$ cat config.mk
export PLATFORM = sky130hd
export DESIGN_NAME = lcd_register_and_mode_timing
export DESIGN_NICKNAME = d
export VERILOG_FILES = /design/src/lrmt_pkg.sv /design/src/lrmt_timing.sv /design/src/lrmt_regs.sv /design/src/lcd_register_and_mode_timing.sv
export SDC_FILE = /design/constraint.sdc
export NUM_CORES = 1
export LEC_CHECK = 0
export ABC_AREA = 1
export BUFFER_PORTS_ARGS = -buffer_cell sky130_fd_sc_hd__buf_4
export CAP_MARGIN = 30
export CORE_UTILIZATION = 25
export CTS_CLUSTER_SIZE = 24
export DETAILED_ROUTE_END_ITERATION = 12
export PLACE_DENSITY = 0.5
export RECOVER_POWER = 100
export SLEW_MARGIN = 20
export SYNTH_ARGS = -nofsm -noshare
export SYNTH_HDL_FRONTEND = slang
export SYNTH_SLANG_ARGS = --single-unit
export TNS_END_PERCENT = 50
$ cat constraint.sdc
create_clock -name clock -period 3.2 [get_ports clock]
set_input_delay 0.32 -clock clock [delete_from_list [all_inputs] [get_ports clock]]
set_output_delay 0.32 -clock clock [all_outputs]
set_load 0.005 [all_outputs]
$ cat src/lrmt_pkg.sv
// Package: shared types, codes and timing constants of the LCD mode timing block.
package lrmt_pkg;

   // Command codes
   localparam logic [1:0] CMD_TICK  = 2'd0;
   localparam logic [1:0] CMD_READ  = 2'd1;
   localparam logic [1:0] CMD_WRITE = 2'd2;

   // Register indexes
   localparam logic [3:0] ADDR_CTRL = 4'd0;
   localparam logic [3:0] ADDR_STAT = 4'd1;
   localparam logic [3:0] ADDR_SCY  = 4'd2;
   localparam logic [3:0] ADDR_SCX  = 4'd3;
   localparam logic [3:0] ADDR_LY   = 4'd4;
   localparam logic [3:0] ADDR_LYC  = 4'd5;
   localparam logic [3:0] ADDR_DMA  = 4'd6;
   localparam logic [3:0] ADDR_BGP  = 4'd7;
   localparam logic [3:0] ADDR_OBP0 = 4'd8;
   localparam logic [3:0] ADDR_OBP1 = 4'd9;
   localparam logic [3:0] ADDR_WY   = 4'd10;
   localparam logic [3:0] ADDR_WX   = 4'd11;

   // Mode codes
   localparam logic [1:0] MODE_HBLANK   = 2'd0;
   localparam logic [1:0] MODE_VBLANK   = 2'd1;
   localparam logic [1:0] MODE_OAM      = 2'd2;
   localparam logic [1:0] MODE_TRANSFER = 2'd3;

   // Timing defaults and fixed event positions
   localparam int DOTS_PER_LINE_DEF   = 456;
   localparam int LINES_PER_FRAME_DEF = 154;
   localparam int DOT_MODE3           = 80;
   localparam int DOT_MODE0           = 252;
   localparam int LAST_VISIBLE_LINE   = 143;
   localparam int VBLANK_LINE         = 144;

   typedef struct packed {
      logic [1:0] cmd;
      logic [3:0] reg_addr;
      logic [7:0] write_data;
   } req_type;

   typedef struct packed {
      logic [7:0] read_data;
      logic       vblank_strobe;
      logic       lcd_irq;
      logic       render_line;
      logic       dma_start;
      logic [7:0] dma_page;
      logic [7:0] current_line;
      logic [1:0] current_mode;
   } rsp_type;

   // Register file settings the timing logic needs
   typedef struct packed {
      logic       lcd_enable;
      logic [3:0] stat_enables;
      logic [7:0] lyc;
   } lcd_cfg_type;

   // Timing status after the item, plus the events it fired
   typedef struct packed {
      logic [7:0] line;
      logic [1:0] mode;
      logic       coincidence;
      logic       vblank_strobe;
      logic       lcd_irq;
      logic       render_line;
   } lcd_status_type;

endpackage

$ cat src/lrmt_timing.sv
// Dot and line counters, mode sequencing, LY update and stat events.
module lrmt_timing #(
   parameter int DOTS_PER_LINE   = lrmt_pkg::DOTS_PER_LINE_DEF,
   parameter int LINES_PER_FRAME = lrmt_pkg::LINES_PER_FRAME_DEF
) (
   input  logic                   clock,
   input  logic                   reset,
   input  logic                   tick,
   input  lrmt_pkg::lcd_cfg_type  cfg,
   output lrmt_pkg::lcd_status_type status
);
   import lrmt_pkg::*;

   localparam int DOT_W  = $clog2(DOTS_PER_LINE);
   localparam int LINE_W = $clog2(LINES_PER_FRAME);

   logic [DOT_W-1:0]  dot_ff, dot_in;
   logic [LINE_W-1:0] vcount_ff, vcount_in;
   logic [7:0]        line_ff, line_in;
   logic [1:0]        mode_ff, mode_in;
   logic              coin_ff, coin_in;
   logic              vbl, lirq, rend;
   logic [DOT_W:0]    dot_sum;
   logic [LINE_W:0]   line_sum;

   always_comb begin
      line_in = line_ff;
      mode_in = mode_ff;
      coin_in = coin_ff;
      vbl     = 1'b0;
      lirq    = 1'b0;
      rend    = 1'b0;
      dot_in    = dot_ff;
      vcount_in = vcount_ff;
      dot_sum   = {1'b0, dot_ff} + {{DOT_W{1'b0}}, 1'b1};
      line_sum  = {1'b0, vcount_ff} + {{LINE_W{1'b0}}, 1'b1};
      if (tick) begin
         if (cfg.lcd_enable) begin
            if (dot_ff == '0) begin
               line_in = 8'(vcount_ff);
               coin_in = (line_in == cfg.lyc);
               if (coin_in && cfg.stat_enables[3]) lirq = 1'b1;
            end
            if (vcount_ff <= LINE_W'(LAST_VISIBLE_LINE)) begin
               if (dot_ff == '0) begin
                  mode_in = MODE_OAM;
                  if (cfg.stat_enables[2]) lirq = 1'b1;
               end else if (dot_ff == DOT_W'(DOT_MODE3)) begin
                  mode_in = MODE_TRANSFER;
               end else if (dot_ff == DOT_W'(DOT_MODE0)) begin
                  mode_in = MODE_HBLANK;
                  rend    = 1'b1;
                  if (cfg.stat_enables[0]) lirq = 1'b1;
               end
            end else if (vcount_ff == LINE_W'(VBLANK_LINE) && dot_ff == '0) begin
               mode_in = MODE_VBLANK;
               vbl     = 1'b1;
               if (cfg.stat_enables[1]) lirq = 1'b1;
            end
         end
         // Counters advance whether or not the display is enabled
         if (dot_sum >= (DOT_W+1)'(DOTS_PER_LINE)) begin
            dot_in = '0;
            if (line_sum >= (LINE_W+1)'(LINES_PER_FRAME)) vcount_in = '0;
            else vcount_in = line_sum[LINE_W-1:0];
         end else begin
            dot_in = dot_sum[DOT_W-1:0];
         end
      end
   end

   always_ff @(posedge clock) begin
      if (reset) begin
         dot_ff    <= '0;
         vcount_ff <= '0;
         line_ff   <= '0;
         mode_ff   <= MODE_OAM;
         coin_ff   <= 1'b0;
      end else begin
         dot_ff    <= dot_in;
         vcount_ff <= vcount_in;
         line_ff   <= line_in;
         mode_ff   <= mode_in;
         coin_ff   <= coin_in;
      end
   end

   assign status.line          = line_in;
   assign status.mode          = mode_in;
   assign status.coincidence   = coin_in;
   assign status.vblank_strobe = vbl;
   assign status.lcd_irq       = lirq;
   assign status.render_line   = rend;

endmodule

$ cat src/lrmt_regs.sv
// Register file: control, stat enables, scroll, compare, palettes, window, dma strobe.
module lrmt_regs (
   input  logic                     clock,
   input  logic                     reset,
   input  logic                     wr_en,
   input  logic                     rd_en,
   input  logic [3:0]               reg_addr,
   input  logic [7:0]               write_data,
   input  lrmt_pkg::lcd_status_type status,
   output lrmt_pkg::lcd_cfg_type    cfg,
   output logic [7:0]               read_data,
   output logic                     dma_start,
   output logic [7:0]               dma_page
);
   import lrmt_pkg::*;

   logic [7:0] ctrl_ff, scy_ff, scx_ff, lyc_ff, bgp_ff, obp0_ff, obp1_ff, wy_ff, wx_ff;
   logic [3:0] stat_en_ff;

   always_ff @(posedge clock) begin
      if (reset) begin
         ctrl_ff    <= '0;
         stat_en_ff <= '0;
         scy_ff     <= '0;
         scx_ff     <= '0;
         lyc_ff     <= '0;
         bgp_ff     <= '0;
         obp0_ff    <= '0;
         obp1_ff    <= '0;
         wy_ff      <= '0;
         wx_ff      <= '0;
      end else if (wr_en) begin
         case (reg_addr)
            ADDR_CTRL: ctrl_ff    <= write_data;
            ADDR_STAT: stat_en_ff <= write_data[6:3];
            ADDR_SCY:  scy_ff     <= write_data;
            ADDR_SCX:  scx_ff     <= write_data;
            ADDR_LYC:  lyc_ff     <= write_data;
            ADDR_BGP:  bgp_ff     <= write_data;
            ADDR_OBP0: obp0_ff    <= write_data;
            ADDR_OBP1: obp1_ff    <= write_data;
            ADDR_WY:   wy_ff      <= write_data;
            ADDR_WX:   wx_ff      <= write_data;
            default: ;
         endcase
      end
   end

   always_comb begin
      read_data = '0;
      if (rd_en) begin
         case (reg_addr)
            ADDR_CTRL: read_data = ctrl_ff;
            ADDR_STAT: read_data = {1'b0, stat_en_ff, status.coincidence, status.mode};
            ADDR_SCY:  read_data = scy_ff;
            ADDR_SCX:  read_data = scx_ff;
            ADDR_LY:   read_data = status.line;
            ADDR_LYC:  read_data = lyc_ff;
            ADDR_BGP:  read_data = bgp_ff;
            ADDR_OBP0: read_data = obp0_ff;
            ADDR_OBP1: read_data = obp1_ff;
            ADDR_WY:   read_data = wy_ff;
            ADDR_WX:   read_data = wx_ff;
            default:   read_data = '0;
         endcase
      end
   end

   assign dma_start = wr_en && (reg_addr == ADDR_DMA);
   assign dma_page  = dma_start ? write_data : 8'd0;

   assign cfg.lcd_enable   = ctrl_ff[7];
   assign cfg.stat_enables = stat_en_ff;
   assign cfg.lyc          = lyc_ff;

endmodule

$ cat src/lcd_register_and_mode_timing.sv
// Top level: scanline LCD controller register file and mode timing with output buffering.
//
// Each item is one dot tick, one register read or one register write, and
// produces exactly one result item. An item is accepted in any cycle with
// req_stall low: its work (counter advance, mode events, register access)
// is done in the cycle of acceptance, and the result is registered.
// A two-entry output buffer (result register plus skid register) keeps the
// input side open while a result waits; req_stall rises only when both
// entries are full, so throughput is one item per cycle whenever the
// result side takes one per cycle. Mode 2 starts at dot 0, mode 3 at dot 80
// and mode 0 at dot 252 on lines 0 to 143; line 144 enters mode 1 with a
// vblank pulse. Events and LY updates happen only while control bit 7 is
// set; the dot and line counters always run. A dma register write raises
// dma_start with the page byte; the copy itself and pixel drawing are left
// to the surrounding logic.
module lcd_register_and_mode_timing #(
   parameter int DOTS_PER_LINE   = lrmt_pkg::DOTS_PER_LINE_DEF,
   parameter int LINES_PER_FRAME = lrmt_pkg::LINES_PER_FRAME_DEF
) (
   input  logic              clock,
   input  logic              reset,
   input  logic              req_valid,
   output logic              req_stall,
   input  lrmt_pkg::req_type req_data,
   output logic              rsp_valid,
   input  logic              rsp_stall,
   output lrmt_pkg::rsp_type rsp_data
);
   import lrmt_pkg::*;

   logic           push, pop;
   lcd_cfg_type    cfg;
   lcd_status_type status;
   rsp_type        result;
   logic [7:0]     read_data, dma_page;
   logic           dma_start;

   rsp_type        main_ff, skid_ff;
   logic           main_valid_ff, skid_valid_ff;

   // Take an item whenever the skid entry is free
   assign push      = req_valid && !req_stall;
   assign pop       = rsp_valid && !rsp_stall;
   assign req_stall = skid_valid_ff;

   lrmt_timing #(
      .DOTS_PER_LINE  (DOTS_PER_LINE),
      .LINES_PER_FRAME(LINES_PER_FRAME)
   ) u_timing (
      .clock (clock),
      .reset (reset),
      .tick  (push && (req_data.cmd == CMD_TICK)),
      .cfg   (cfg),
      .status(status)
   );

   lrmt_regs u_regs (
      .clock     (clock),
      .reset     (reset),
      .wr_en     (push && (req_data.cmd == CMD_WRITE)),
      .rd_en     (push && (req_data.cmd == CMD_READ)),
      .reg_addr  (req_data.reg_addr),
      .write_data(req_data.write_data),
      .status    (status),
      .cfg       (cfg),
      .read_data (read_data),
      .dma_start (dma_start),
      .dma_page  (dma_page)
   );

   // Assemble the result item for the item being accepted
   always_comb begin
      result.read_data     = read_data;
      result.vblank_strobe = status.vblank_strobe;
      result.lcd_irq       = status.lcd_irq;
      result.render_line   = status.render_line;
      result.dma_start     = dma_start;
      result.dma_page      = dma_page;
      result.current_line  = status.line;
      result.current_mode  = status.mode;
   end

   // Output buffer: the main entry is the older one, the skid entry holds
   // a result that arrived while the main entry was stalled
   always_ff @(posedge clock) begin
      if (reset) begin
         main_valid_ff <= 1'b0;
         skid_valid_ff <= 1'b0;
      end else if (skid_valid_ff) begin
         if (pop) begin
            main_ff       <= skid_ff;
            skid_valid_ff <= 1'b0;
         end
      end else if (push) begin
         if (!main_valid_ff || pop) begin
            main_ff       <= result;
            main_valid_ff <= 1'b1;
         end else begin
            skid_ff       <= result;
            skid_valid_ff <= 1'b1;
         end
      end else if (pop) begin
         main_valid_ff <= 1'b0;
      end
   end

   assign rsp_valid = main_valid_ff;
   assign rsp_data  = main_ff;

   // Skid entry is never occupied without an older result in front of it
   a_skid_behind_main: assert property (@(posedge clock) disable iff (reset)
      skid_valid_ff |-> main_valid_ff)
      else $error("skid entry full while result register empty");

   // Vblank pulse comes with mode 1 on the vblank line
   a_vblank_mode: assert property (@(posedge clock) disable iff (reset)
      (rsp_valid && rsp_data.vblank_strobe) |->
         (rsp_data.current_mode == MODE_VBLANK &&
          rsp_data.current_line == 8'(VBLANK_LINE)))
      else $error("vblank pulse without mode 1 on the vblank line");

   // Render strobe comes with entry to hblank
   a_render_mode: assert property (@(posedge clock) disable iff (reset)
      (rsp_valid && rsp_data.render_line) |-> (rsp_data.current_mode == MODE_HBLANK))
      else $error("render strobe outside hblank");

   // A dma write is never also a read or a tick
   a_dma_exclusive: assert property (@(posedge clock) disable iff (reset)
      (rsp_valid && rsp_data.dma_start) |->
         (rsp_data.read_data == 8'd0 && !rsp_data.vblank_strobe &&
          !rsp_data.lcd_irq && !rsp_data.render_line))
      else $error("dma strobe mixed with read data or timing events");

endmodule
Word level (Yosys, flattened, before mapping)

Index checks and enable logic that the tools add are counted.

Bits in registers: 166
Latch bits: 0
RAM bits: 0
ROM bits: 0
Bits of input ports: 18
Output and inout bits: 32
Word-level logic and storage cells: 143
Memories: 0

$add $sub $neg: 2
$mul: 0
Div/mod/pow operators: 0
Magnitude comparators: 3
Equality and inequality tests: 19
Shift operators: 0
Mux-type cells: 51
Bitwise operators: 3
Reductions and logical operators: 32

Operators with widths:

| kind                   | number |
|---|---|
| $mux W30               | 4 |
| $pmux W8 S11           | 1 |
| $mux W8                | 6 |
| $mux W1                | 32 |
| $reduce_and A2 Y1      | 11 |
| $eq A4 B3 Y1 const B   | 4 |
| $eq A4 B4 Y1 const B   | 4 |
| $mux W2                | 7 |
| $add A9 B1 Y10 const B | 1 |
| $ge A10 B9 Y1 const B  | 1 |
| $add A8 B1 Y9 const B  | 1 |
| $eq A9 B7 Y1 const B   | 1 |
| $eq A9 B8 Y1 const B   | 1 |
| $ge A9 B8 Y1 const B   | 1 |
| $logic_not A9 Y1       | 1 |
| $mux W9                | 1 |
| $eq A4 B2 Y1 const B   | 2 |
| $eq A8 B8 Y1           | 1 |
| $eq A8 B8 Y1 const B   | 1 |
| $le A8 B8 Y1 const B   | 1 |
| $logic_and A1 B1 Y1    | 8 |
| $reduce_and A4 Y1      | 2 |
| $reduce_bool A2 Y1     | 3 |
| $eq A4 B1 Y1 const B   | 1 |
| other kinds (10)       | 14 |

Logic depth before layout (Yosys ltp)

Word-level depth: 14
Gate-level depth with buffers: 13
Mapped depth without buffers: 13

By module

From an unflattened synthesis, not the netlist that was laid out.

Cells, all modules: 1,021
Area total of the unflattened synthesis: 8,045.2 µm²

Modules (own cells, without submodules):

| module                       | times used | cells each | area an instance (µm²) | sequential area each (µm²) |
|---|---|---|---|---|
| lrmt_regs                    | 1          | 542        | 3,792.4                | 1,521.5 |
| lcd_register_and_mode_timing | 1          | 186        | 2,372.3                | 1,841.8 |
| lrmt_timing                  | 1          | 293        | 1,880.6                | 560.5 |

Least setup slack after synthesis

No wires, ideal clock.

Kind: register -> register
Start: register skid_valid_ff, in the netlist req_stall
End: register main_ff, in the netlist rsp_data[0], enable pin
Setup time: 455 ps
Arrival time: 2,834 ps
Data required time: 2,745 ps
Path slack: -89 ps
Cell stages (with the launch flop): 4
Path buffers: 1
Clock period less this slack: 3,289 ps
Cells stage by stage: dfxtp_1 clkbuf_1 a21oi_1 nor3_1

Longest elaborated chain between the ends: 4
Elaborated cells on any way between the ends: 6
Those cells by class: eq/ne (1); reduce/logical (5)

Ends and longest elaborated chain:

| item                                 | RTL line                            | RTL |
|---|---|---|
| start, declared                      | lcd_register_and_mode_timing.sv:39  | `logic main_valid_ff, skid_valid_ff;` |
| start signal, assigned               | lcd_register_and_mode_timing.sv:88  | `skid_valid_ff <= 1'b0;` |
| start signal, assigned               | lcd_register_and_mode_timing.sv:92  | `skid_valid_ff <= 1'b0;` |
| start signal, assigned               | lcd_register_and_mode_timing.sv:100 | `skid_valid_ff <= 1'b1;` |
| $logic_not A1 Y1                     | lcd_register_and_mode_timing.sv:42  | `assign push = req_valid && !req_stall;` |
| $logic_and A1 B1 Y1                  | lcd_register_and_mode_timing.sv:42  |  |
| $reduce_bool A2 Y1 (no source line)  | --                                  |  |
| $reduce_and A4 Y1 (no source line) * | --                                  |  |
| end signal, assigned                 | lcd_register_and_mode_timing.sv:91  | `main_ff <= skid_ff;` |
| end signal, assigned                 | lcd_register_and_mode_timing.sv:96  | `main_ff <= result;` |
| end, declared                        | lcd_register_and_mode_timing.sv:38  | `rsp_type main_ff, skid_ff;` |

Mark *: on every way between the ends. The rest lies on a longest branch, timed or not.
A chain may end at the register's enable or synchronous reset.

Final worst setup path

Start: register skid_valid_ff, in the netlist req_stall
End: register u_regs.obp0_ff[4]

Longest elaborated chain between the ends: 4

Ends and longest elaborated chain:

| item                               | RTL line                           | RTL |
|---|---|---|
| $logic_not A1 Y1                   | lcd_register_and_mode_timing.sv:42 |  |
| $logic_and A1 B1 Y1                | lcd_register_and_mode_timing.sv:42 |  |
| $logic_and A1 B1 Y1                | lcd_register_and_mode_timing.sv:60 | `.wr_en (push && (req_data.cmd == CMD_WRITE)),` |
| $reduce_and A2 Y1 (no source line) | --                                 |  |
| end signal, assigned               | lrmt_regs.sv:40                    | `ADDR_OBP0: obp0_ff <= write_data;` |
| end, declared                      | lrmt_regs.sv:17                    | `logic [7:0] ctrl_ff, scy_ff, scx_ff, lyc_ff, bgp_ff, obp0_ff, obp1_ff, wy_ff, wx_ff;` |

No other way between the ends.

==> impl_metrics.py <==
metrics = {
    "global_routing": {
        "grt_max_degree": 89,
        "grt_usage_pct": 13.97,
        "grt_pass1_vias": 5631,
        "overflow": 0,
        "grt_pass1_wl_um": 32510,
        "grt_antenna_before_repair": 0,
    },
    "cells_and_area": {
        "drive_gt1_share_pct": 10.40,
        "diodes": 0,
        "syn_to_final_growth_pct": 17.08,
        "layout.nets": 991,
    },
    "worst_hold_path": {
        "worstHoldPathType": "in2reg",
    },
    "timing": {
        "setup_viol": 0,
        "tightestPinTransition_ns": 0.9100,
        "finClkSkew_ns": 0.008031,
        "relSlewSlack_pct": 39.33,
        "holdWs_ns": 0.2067,
        "fin_setup_tns_ns": 0,
        "fin_crit_ns": 2.498,
        "fmax_mhz": 400.2,
        "rsz0062_at_grt": "false",
        "final-hold-violation-count": 0,
        "final.period_utilization_pct": 78.08,
        "slew_viol_final": 0,
    },
    "detailed_routing": {
        "met2_length_um": 9519,
        "wl_met3_um": 898,
        "drt-pass1-iter-count": 5,
        "drt_wl_total_um": 20740,
        "routedWlPerCell_um": 15.20,
        "drtIter0Drc": 452,
        "wl_met1_um": 10100,
        "via_per_inst": 4.475,
        "drc": 0,
        "ant_nets": 0,
        "top_layer": "met4",
        "vias": 6108,
    },
    "critical_path": {
        "crit_arrival_ns": 2.86,
        "startpoint_type": "register",
        "crit_path_max_fanout": 16,
        "worstPathRequired_ns": 3.56,
        "critical_path.endpoint_type": "register",
        "critical_path_class": "reg2reg",
    },
    "placement": {
        "port_buffers": 49,
        "hpwlAfterDp_um": 14500,
        "gp_congestion": 0.8538,
    },
    "synthesis": {
        "ys_types": 30,
        "syn_nets": 955,
        "synth.ff_latch_count": 166,
        "yosys.area.top_type_share_pct": 28.51,
        "syn_inst": 932,
        "synth_warnings": 0,
        "synth_area_leader_cell": "dfxtp_1",
        "seq_area_frac_synth_pct": 52.71,
        "ys_top_cells_by_area": "dfxtp_1 29%, edfxtp_1 24%, nand2_1 12%, o21ai_0 6.2%, a21oi_1 6.1%",
        "syn_area_um2": 7443,
        "avgSynthCellArea_um2": 7.986,
    },
    "clocking": {
        "cts-hold-fix-buffers": 0,
        "cts_root_buf": "clkbuf_16",
        "ctsResizeCount": 0,
        "htree_levels": 4,
        "cts_tree": "done",
        "cts_setup_buffers": 0,
        "clk_latency_ns": 0.43,
        "cts.path.max_buffers": 2,
        "cts_num_sinks": 166,
        "cts_buffers": 17,
        "clkTransAtPathRegs_ns": 0.07,
    },
    "power_and_ir_drop": {
        "p_int_mw": 3.447,
        "p_per_area_nw_per_um2": 520.3,
        "ir_worst_vdd_uv": 355.9,
        "power.switching_mw": 1.086,
        "seqPwrFrac_pct": 49.2,
        "p_leak_nw": 3.701,
        "swShare_pct": 23.96,
        "clkPwrFrac_pct": 45.8,
        "combPwrFrac_pct": 5.0,
    },
    "floorplanning": {
        "die-area_um2": 30470,
        "initial_core_util_pct": 25.66,
        "ioPinCount": 50,
        "rows": 62,
        "die_y_um": 174.6,
        "fp.dieW_um": 174.6,
        "fp.coreArea_um2": 29010,
    },
    "run_status": {
        "outcome": "completed",
    },
    "job": {
        "maxCapViolations": 0,
    },
}
worst max-delay path: stages, from the launching register on:
cell and delay [ns]:
dfxtp_1 0.31, nor2_1 0.27, clkinv_1 0.19, nor3_4 0.29, inv_1 0.29, nor2_1 0.76
o21ai_0 0.16, a21oi_1 0.16
flip-flops by register name, indices dropped and copies added, names as in the netlist:
name,flops
u_timing.mode_ff,2
u_regs.scy_ff,8
u_regs.ctrl_ff,8
rsp_data,30
u_timing.vcount_ff,8
u_regs.wy_ff,8
u_regs.stat_en_ff,4
u_regs.wx_ff,8
u_regs.obp0_ff,8
rsp_valid,1
u_regs.obp1_ff,8
req_stall,1
u_timing.line_ff,8
u_regs.scx_ff,8
u_timing.dot_ff,9
u_timing.coin_ff,1
u_regs.bgp_ff,8
u_regs.lyc_ff,8
skid_ff,30
power by group through the flow:
stage / clock network, mW / logic (mW) / registers [mW]
2_1_floorplan: 0 / 0.131 / 2.28
3_3_place_gp: 0 / 0.239 / 2.28
3_5_place_dp: 0 / 0.239 / 2.28
4_1_cts: 2.13 / 0.239 / 2.23
5_1_grt: 2.21 / 0.252 / 2.23
6_report: 2.08 / 0.226 / 2.23
synthesized netlist by cell type, drive strengths merged:
cell type and number:
nand2 251, o21ai 107, dfxtp 106, inv 93, a21oi 90, nor2 78, edfxtp 60, nand3 50
nor3 24, clkbuf 23, buf 15, nand4 12, xnor2 8, ha 5, or2 4, xor2 3
clkinv 1, o2111ai 1, o211ai 1
worst paths after layout:
kind	start	endpoint	slack (ns)	cells past startpoint
min	rsp_stall	rsp_valid	0.21	5
min reg2reg	skid_ff[0]	rsp_data[0]	0.52	2
max	req_stall	u_regs.obp0_ff[4]	0.70	7
max reg2reg	req_stall	u_regs.obp0_ff[4]	0.70	7
layout make-up:
class,instances,area [um^2]
clock buffers,17,425.4
inverters,94,352.8
repair buffers,55,397.9
flip-flops and latches,166,3924
clock inverters,15,168.9
well taps,384,480.5
fillers,3150,20300
multi-input cells,634,2965
logic make-up (layout without fill, tap and decap cells):
logic type | Yosys count | in the layout | share of synthesized area [%]
simple gates | 419 | 419 | 24.54
flops | 166 | 166 | 52.71
fa+ha+maj | 5 | 5 | 0.8405
compound gates | 199 | 199 | 13.57
xor+xnor | 11 | 11 | 1.294
buf+inv | 132 | 181 | 7.043
cells in the final DEF, fill, tap and decap left out, types with 6 or more instances in the layout:
cell type / n
inv_1: 90
clkbuf_1: 6
edfxtp_1: 60
clkbuf_4: 26
clkbuf_16: 17
nor3_1: 18
nand4_1: 12
a21oi_1: 90
o21ai_0: 98
o21ai_1: 7
nand2_1: 250
xnor2_1: 8
dfxtp_1: 106
nor2_1: 71
buf_4: 20
nand3_1: 50
metal layers:
layer / global-route usage, % / up-vias
li1: - / 3142
met1: 19.27 / 2815
met2: 22.05 / 137
met3: 2.909 / 14
met4: 3.732 / 0
met5: 0 / -
stage by stage:
step                worst slack (ns)  instance area (um^2)  instances  util (%)  total power, mW
global placement               1.049                  8192       1333     28.23            2.517
CTS                            1.046                  8786       1365     30.28            4.595
detailed placement             1.060                  8192       1333     28.23            2.517
finish                        0.7015                  8715       1365     30.04            4.534
floorplan                     0.7485                  7448        932         -            2.406
global route                  0.4344                  8715       1365     30.04            4.694
Note: power is estimated with default switching activity, not from simulation.
